<file path="config.mk">
export PLATFORM = sky130hd
export DESIGN_NAME = bandwidth_sort_and_tier_label_core
export DESIGN_NICKNAME = d
export VERILOG_FILES = /design/src/rtl/bsort_pkg.sv /design/src/rtl/bandwidth_sort_and_tier_label_core.sv /design/src/rtl/bsort_mem.sv /design/src/rtl/bsort_tier.sv
export SDC_FILE = /design/constraint.sdc
export NUM_CORES = 2
export LEC_CHECK = 0
export ABC_CLOCK_PERIOD_IN_PS = 5900
export BUFFER_PORTS_ARGS = -buffer_cell sky130_fd_sc_hd__buf_2
export CORE_AREA = 8 8 399 401
export CTS_BUF_LIST = sky130_fd_sc_hd__clkbuf_4
export DETAILED_ROUTE_END_ITERATION = 12
export DIE_AREA = 0 0 407 409
export GPL_ROUTABILITY_DRIVEN = 0
export SETUP_SLACK_MARGIN = 0.02
export SYNTH_ARGS = -nofsm -noshare
export SYNTH_HDL_FRONTEND = slang
export SYNTH_HIERARCHICAL = 1
export SYNTH_SLANG_ARGS = --single-unit
export TNS_END_PERCENT = 5
</file>
<file path="constraint.sdc">
create_clock -name clk -period 5.9 [get_ports clk]
set_input_delay 0.295 -clock clk [delete_from_list [all_inputs] [get_ports clk]]
set_output_delay 0.295 -clock clk [all_outputs]
set_load 0.005 [all_outputs]
</file>
<file path="src/rtl/bsort_pkg.sv">
// Shared types and constants for the bandwidth sort and tier label block.
`timescale 1ns / 1ps
package bsort_pkg;

  localparam int MAX_NODES = 16;
  localparam int IDX_W     = $clog2(MAX_NODES);
  localparam int CNT_W     = $clog2(MAX_NODES + 1);

  localparam int ID_W   = 10;
  localparam int BW_W   = 24;
  localparam int GAP_W  = 7;
  localparam int TIER_W = 2;
  localparam int PCT_W  = 7;
  localparam int PROD_W = BW_W + PCT_W;

  localparam logic [CNT_W-1:0]  FULL_CNT   = CNT_W'(MAX_NODES);
  localparam logic [GAP_W-1:0]  GAP_RESET  = GAP_W'(20);
  localparam logic [PCT_W-1:0]  PERCENT    = PCT_W'(100);
  localparam logic [TIER_W-1:0] TIER_FAST  = TIER_W'(0);
  localparam logic [TIER_W-1:0] TIER_MAX   = TIER_W'(2);

  typedef struct packed {
    logic [ID_W-1:0] node_id;
    logic [BW_W-1:0] bandwidth;
    logic            last_node;
  } in_item_t;

  typedef struct packed {
    logic [ID_W-1:0]   out_node_id;
    logic [BW_W-1:0]   out_bandwidth;
    logic [TIER_W-1:0] tier;
    logic              end_of_list;
  } out_item_t;

  // One entry of the sorted list memory.
  typedef struct packed {
    logic [ID_W-1:0] id;
    logic [BW_W-1:0] bw;
  } entry_t;

  // Write side of the list memory.
  typedef struct packed {
    logic             we;
    logic [IDX_W-1:0] addr;
    entry_t           data;
  } mem_wr_t;

endpackage

</file>
<file path="src/rtl/bandwidth_sort_and_tier_label_core.sv">
// Bandwidth sort and tier label core: collects node reports into a sorted
// list held in a small memory and, on the report marked last, emits the
// whole list in descending bandwidth order with a tier label on each node.
// Input channel: in_valid/in_ready with one in_item per report. Result
// channel: out_valid/out_ready with one out_item per held node; end_of_list
// marks the final node of a run. Configuration: cfg_valid/cfg_ready writes
// the gap percent, always ready, and is meant to be written while idle.
// An insertion walks down from the tail of the list, with a memory read,
// then a compare and write, for each entry it moves; no new report is
// taken until it ends. No more than 15 entries are held when an insertion
// starts. A last item then emits each node in the steps read, product
// stage, compare and output. A report arriving at a full list is dropped,
// and if it is marked last the emission of the list still starts.
// Reset empties the list and sets the gap percent to 20; memory contents
// are not cleared since only entries below the held count are ever read.
// If the receiver stalls, the output register holds its item and the
// emission walk waits; once the last node sits in the output register the
// block returns to idle and accepts the next report.
`timescale 1ns / 1ps
module bandwidth_sort_and_tier_label_core (
  input  logic                        clk,
  input  logic                        rst_n,
  input  logic                        in_valid,
  output logic                        in_ready,
  input  bsort_pkg::in_item_t         in_item,
  output logic                        out_valid,
  input  logic                        out_ready,
  output bsort_pkg::out_item_t        out_item,
  input  logic                        cfg_valid,
  output logic                        cfg_ready,
  input  logic [bsort_pkg::GAP_W-1:0] cfg_data
);
  import bsort_pkg::*;

  typedef enum logic [6:0] {
    S_IDLE   = 7'b0000001,
    S_INS_RD = 7'b0000010,
    S_INS_WR = 7'b0000100,
    S_EM_RD  = 7'b0001000,
    S_EM_DAT = 7'b0010000,
    S_EM_CMP = 7'b0100000,
    S_EM_OUT = 7'b1000000
  } state_t;

  state_t            state_r, state_nxt;
  logic [CNT_W-1:0]  cnt_r, cnt_nxt;
  logic [CNT_W-1:0]  pos_r, pos_nxt;
  logic [CNT_W-1:0]  emit_idx_r, emit_idx_nxt;
  entry_t            new_r, new_nxt;
  logic              last_r, last_nxt;
  entry_t            cur_r, cur_nxt;
  logic [BW_W-1:0]   prev_bw_r, prev_bw_nxt;
  logic [TIER_W-1:0] tier_r, tier_nxt;
  logic [GAP_W-1:0]  gap_r;
  out_item_t         out_r, out_nxt;
  logic              out_valid_r, out_valid_nxt;

  mem_wr_t           mem_wr;
  logic [IDX_W-1:0]  mem_raddr;
  entry_t            mem_rdata;
  logic              step_up;
  logic [CNT_W-1:0]  pos_dec;
  logic [CNT_W-1:0]  emit_inc;

  bsort_mem u_mem (
    .clk   (clk),
    .wr    (mem_wr),
    .raddr (mem_raddr),
    .rdata (mem_rdata)
  );

  // Products are taken while the fresh entry leaves the memory; the compare
  // result is used in the cycle after.
  bsort_tier u_tier (
    .clk     (clk),
    .prev_bw (prev_bw_r),
    .cur_bw  (mem_rdata.bw),
    .gap     (gap_r),
    .step_up (step_up)
  );

  assign in_ready  = (state_r == S_IDLE);
  assign cfg_ready = 1'b1;
  assign out_valid = out_valid_r;
  assign out_item  = out_r;

  assign pos_dec  = pos_r - CNT_W'(1);
  assign emit_inc = emit_idx_r + CNT_W'(1);

  always_comb begin
    state_nxt     = state_r;
    cnt_nxt       = cnt_r;
    pos_nxt       = pos_r;
    emit_idx_nxt  = emit_idx_r;
    new_nxt       = new_r;
    last_nxt      = last_r;
    cur_nxt       = cur_r;
    prev_bw_nxt   = prev_bw_r;
    tier_nxt      = tier_r;
    out_nxt       = out_r;
    out_valid_nxt = out_valid_r;
    mem_wr.we     = 1'b0;
    mem_wr.addr   = pos_r[IDX_W-1:0];
    mem_wr.data   = new_r;
    mem_raddr     = pos_dec[IDX_W-1:0];

    if (out_valid_r && out_ready) begin
      out_valid_nxt = 1'b0;
    end

    case (state_r)
      S_IDLE: begin
        if (in_valid) begin
          new_nxt.id   = in_item.node_id;
          new_nxt.bw   = in_item.bandwidth;
          last_nxt     = in_item.last_node;
          pos_nxt      = cnt_r;
          emit_idx_nxt = '0;
          tier_nxt     = TIER_FAST;
          if (cnt_r != FULL_CNT) begin
            state_nxt = S_INS_RD;
          end else if (in_item.last_node) begin
            state_nxt = S_EM_RD;
          end
        end
      end
      S_INS_RD: begin
        // Slot zero is reached only when every held entry moved down.
        if (pos_r == '0) begin
          mem_wr.we = 1'b1;
          cnt_nxt   = cnt_r + CNT_W'(1);
          state_nxt = last_r ? S_EM_RD : S_IDLE;
        end else begin
          state_nxt = S_INS_WR;
        end
      end
      S_INS_WR: begin
        mem_wr.we = 1'b1;
        // Equal bandwidths stay ahead of the new report.
        if (mem_rdata.bw >= new_r.bw) begin
          cnt_nxt   = cnt_r + CNT_W'(1);
          state_nxt = last_r ? S_EM_RD : S_IDLE;
        end else begin
          mem_wr.data = mem_rdata;
          pos_nxt     = pos_dec;
          state_nxt   = S_INS_RD;
        end
      end
      S_EM_RD: begin
        mem_raddr = emit_idx_r[IDX_W-1:0];
        state_nxt = S_EM_DAT;
      end
      S_EM_DAT: begin
        cur_nxt   = mem_rdata;
        state_nxt = S_EM_CMP;
      end
      S_EM_CMP: begin
        if ((emit_idx_r != '0) && step_up && (tier_r != TIER_MAX)) begin
          tier_nxt = tier_r + TIER_W'(1);
        end
        state_nxt = S_EM_OUT;
      end
      S_EM_OUT: begin
        if (!out_valid_r || out_ready) begin
          out_nxt.out_node_id   = cur_r.id;
          out_nxt.out_bandwidth = cur_r.bw;
          out_nxt.tier          = tier_r;
          out_nxt.end_of_list   = (emit_inc == cnt_r);
          out_valid_nxt         = 1'b1;
          prev_bw_nxt           = cur_r.bw;
          if (emit_inc == cnt_r) begin
            cnt_nxt   = '0;
            state_nxt = S_IDLE;
          end else begin
            emit_idx_nxt = emit_inc;
            state_nxt    = S_EM_RD;
          end
        end
      end
      default: begin
        state_nxt = S_IDLE;
      end
    endcase
  end

  always_ff @(posedge clk) begin
    if (!rst_n) begin
      state_r     <= S_IDLE;
      cnt_r       <= '0;
      out_valid_r <= 1'b0;
      gap_r       <= GAP_RESET;
    end else begin
      state_r     <= state_nxt;
      cnt_r       <= cnt_nxt;
      out_valid_r <= out_valid_nxt;
      if (cfg_valid) begin
        gap_r <= cfg_data;
      end
    end
  end

  always_ff @(posedge clk) begin
    pos_r      <= pos_nxt;
    emit_idx_r <= emit_idx_nxt;
    new_r      <= new_nxt;
    last_r     <= last_nxt;
    cur_r      <= cur_nxt;
    prev_bw_r  <= prev_bw_nxt;
    tier_r     <= tier_nxt;
    out_r      <= out_nxt;
  end

endmodule

</file>
<file path="src/rtl/bsort_mem.sv">
// Sorted list memory: one write port, one read port, registered read data.
`timescale 1ns / 1ps
module bsort_mem (
  input  logic                        clk,
  input  bsort_pkg::mem_wr_t          wr,
  input  logic [bsort_pkg::IDX_W-1:0] raddr,
  output bsort_pkg::entry_t           rdata
);
  import bsort_pkg::*;

  entry_t mem [MAX_NODES];
  entry_t rdata_r;

  always_ff @(posedge clk) begin
    if (wr.we) begin
      mem[wr.addr] <= wr.data;
    end
    rdata_r <= mem[raddr];
  end

  assign rdata = rdata_r;

endmodule

</file>
<file path="src/rtl/bsort_tier.sv">
// Tier step test: registered products of the drop and of the gap threshold.
`timescale 1ns / 1ps
module bsort_tier (
  input  logic                        clk,
  input  logic [bsort_pkg::BW_W-1:0]  prev_bw,
  input  logic [bsort_pkg::BW_W-1:0]  cur_bw,
  input  logic [bsort_pkg::GAP_W-1:0] gap,
  output logic                        step_up
);
  import bsort_pkg::*;

  logic [BW_W-1:0]   drop;
  logic [PROD_W-1:0] drop_prod_r;
  logic [PROD_W-1:0] thr_prod_r;

  // The list is sorted descending, so the previous bandwidth never falls
  // below the current one and the drop cannot wrap.
  assign drop = prev_bw - cur_bw;

  always_ff @(posedge clk) begin
    drop_prod_r <= PROD_W'(drop) * PROD_W'(PERCENT);
    thr_prod_r  <= PROD_W'(gap) * PROD_W'(prev_bw);
  end

  assign step_up = drop_prod_r > thr_prod_r;

endmodule
</file>
==> results.sh <==
export IMPL_status="completed"
export IMPL_synth_mux_area_frac=0.0861
export IMPL_cts_sinks=776
export IMPL_synth_adder_area_share=0.137
export IMPL_clock_tree_buffer_depth=3
export IMPL_drv_slew=0
export IMPL_critPathLaunch="u_mem/rdata[5]"
export IMPL_rr_worst_depth=21
export IMPL_synth_simple_area_share=0.0634
export IMPL_cts_clk_slew_worst_paths_ps=80
export IMPL_synth_ff_type="edfxtp_1"
export IMPL_synth_top_family_by_area="adder cells"
export IMPL_post_cts_buffers=0
export IMPL_first_pass_iters=5
export IMPL_dieArea_um2=166000
export IMPL_cp_arrival_ps=6380
export IMPL_groute_usage_overall=0.114
export IMPL_fp_dieW_um=407
export IMPL_pre_cts_ws_ps=494
export IMPL_crit_path_end_kind="flip-flop"
export IMPL_slew_limit_headroom=0.171
export IMPL_grt_pass1_vias=23900
export IMPL_grt_max_degree=59
export IMPL_period_share=0.930
export IMPL_post_route_drc_count=0
export IMPL_syn_area_per_cell_um2=14.6
export IMPL_ant_nets=0
export IMPL_ys_types=86
export IMPL_synthTopCellsByArea="edfxtp_1, mux4_2, ha_1"
export IMPL_ir_drop_v=0.000778
export IMPL_antenna_found_initial=4
export IMPL_setup_violations_final=0
export IMPL_syn_num_nets=2975
export IMPL_path_class="reg2reg"
export IMPL_rows=144
export IMPL_wl_per_cell_um=18.8
export IMPL_worstMarginPinSlew_ps=1240
export IMPL_cts_resized=0
export IMPL_synth_seq_cells=776
export IMPL_cts_tree="built"
export IMPL_num_fill_cells=15400
export IMPL_die_h_um=409
export IMPL_cts_buffers=180
export IMPL_grt_overflow_total=0
export IMPL_area_delta_synth_final_pct=17.9
export IMPL_drt_total_wl_mm=96.6
export IMPL_synth_warning_count=6
export IMPL_initial_core_util=0.247
export IMPL_htree_levels=4
export IMPL_cts_hold_buf=102
export IMPL_drive_gt1_frac=0.204
export IMPL_synthesis_area_um2=37800
export IMPL_hp_class="in2reg"
export IMPL_vias=22900
export IMPL_yosys_area_top_type="edfxtp_1"
export IMPL_synth_compound_gate_area_share=0.0702
export IMPL_r2r_start="u_mem/rdata[5]"
export IMPL_required_ps=6790
export IMPL_startpoint_type="flip-flop"
export IMPL_max_freq_ghz=0.182
export IMPL_leakage_nw=16.9
export IMPL_hold_viol=0
export IMPL_fp_coreArea_um2=153000
export IMPL_finalSetupTns_ps=0
export IMPL_hp_start="rst_n"
export IMPL_port_buffers=85
export IMPL_power_density_nw_per_um2=604
export IMPL_syn_inst=2592
export IMPL_ys_async_sr_fraction=0
export IMPL_ys_seq_area_frac=0.586
export IMPL_vias_per_cell=4.44
export IMPL_rr_endpoint="u_tier/drop_prod_r[30]"
export IMPL_ios=87
export IMPL_path_max_fanout=6
export IMPL_cts_root_buf="clkbuf_4"
export IMPL_period_needed_ps=5490
export IMPL_worstSetupEndpoint="u_tier/drop_prod_r[30]"
export IMPL_synthXorXnorAreaFrac=0.0212
export IMPL_setup_ws_ps=413
export IMPL_synth_top_area_frac=0.525
export IMPL_r2r_slack_ps=410
export IMPL_clk_latency_ps=1080
export IMPL_skew_ps=76.2
export IMPL_hpwl_mm=61.2
export IMPL_timing_max_cap_violations=0
export IMPL_nNetsFinal=3329
export IMPL_grt_pass1_wl_mm=145
export IMPL_rsz0062_at_grt="no"
export IMPL_synth_edf_count=662
export IMPL_drt_iter0_drc=1740
[final cells by class]
cell class              count  area [um^2]  share of cell area
diodes                      4         10.0            0.000224
clock inverters            57          310             0.00696
inverters                 266          998              0.0224
well taps                2044         2560              0.0573
clock buffers             278         2090              0.0468
repair buffers            255         2030              0.0456
multi-input cells        1467        14500               0.324
flip-flops and latches    776        22200               0.497
[worst min path at each step]
stage	to	slack (ps)	depth (start not counted)
floorplan	last_r	390	0
detailed placement	out_item[17]	400	0
finish	cnt_r[1]	270	3
global route	cnt_r[1]	180	3
global placement	out_item[23]	400	0
CTS	cnt_r[1]	120	3
[kinds of logic after synthesis]
| family | count (synthesis) |
|---|---|
| DFF | 776 |
| and+or+nand+nor | 486 |
| AOI/OAI and AO/OA | 400 |
| buffers and inverters | 349 |
| adders and majority gates | 336 |
| muxes | 154 |
| xor gates and xnor gates | 90 |
| other | 1 |
[registers in the layout, indices dropped and copies added, names as in the netlist]
name	flops
out_valid	1
state_r	7
last_r	1
u_tier/drop_prod_r	29
new_r	34
u_tier/thr_prod_r	31
pos_r	5
u_mem/mem	544
u_mem/rdata	34
emit_idx_r	5
out_item	37
cnt_r	5
cur_r	34
tier_r	2
gap_r	7
[where the power goes]
| group | switching [mW] | internal [mW] | leakage [nW] | total (mW) |
|---|---|---|---|---|
| clock | 2.25 | 2.18 | 1.41 | 4.43 |
| sequential | 0.310 | 6.87 | 6.93 | 7.18 |
| combinational | 8.74 | 6.60 | 8.59 | 15.3 |
[Yosys cell counts (54+ instances only)]
cell type,number
edfxtp_1,662
inv_1,266
ha_1,207
nand2_1,203
mux4_2,136
fa_1,129
dfxtp_1,114
a21oi_1,102
and2_1,83
nor2_1,82
a22oi_1,70
a21o_1,58
xnor2_1,57
clkbuf_1,54
[cell usage in the layout, fill, tap and decap left out, types with 69 or more instances in the layout]
cell           instances
a22oi_1               70
edfxtp_1             662
inv_1                263
nor2_1                69
fa_1                 129
a21oi_1              100
ha_1                 207
nand2_1              203
dlygate4sd3_1        102
dfxtp_1              114
clkbuf_4             278
buf_2                 85
and2_1                82
mux4_2               136
[stage by stage]
| step | area (um^2) | power [mW] | hold slack (ps) | instances | utilization |
|---|---|---|---|---|---|
| after floorplan | 37800 | 19.0 | 394 | 2592 | - |
| after global placement | 41200 | 22.5 | 401 | 4706 | 0.269 |
| after detailed placement | 41200 | 22.5 | 405 | 4706 | 0.269 |
| after CTS | 44600 | 27.2 | 119 | 5143 | 0.292 |
| after global routing | 44600 | 29.5 | 182 | 5147 | 0.292 |
| final | 44600 | 27.0 | 269 | 5147 | 0.292 |
[layer usage]
metal  track usage  routed length, um  up-vias
li1              -                  -    10400
met1         0.159              43900    11500
met2         0.174              43500      806
met3        0.0281               7390      138
met4        0.0325               1800        0
met5             0                  0        -
[critical path: stages (launching register included)]
cell      delay (ps)
dfxtp_1          380
inv_1             60
ha_1             340
o21a_1           210
o211ai_1         290
o31ai_1          110
or4_1            550
a21oi_1          210
xnor2_1          220
ha_1             300
ha_1             270
inv_1             50
fa_1             500
inv_1             40
ha_1             340
a21o_1           190
a21oi_1          170
o21ai_0          130
a41oi_1          230
o41a_1           280
nor3_1            80
or3b_1           340
No activity file was read; power rests on OpenSTA's default activity.
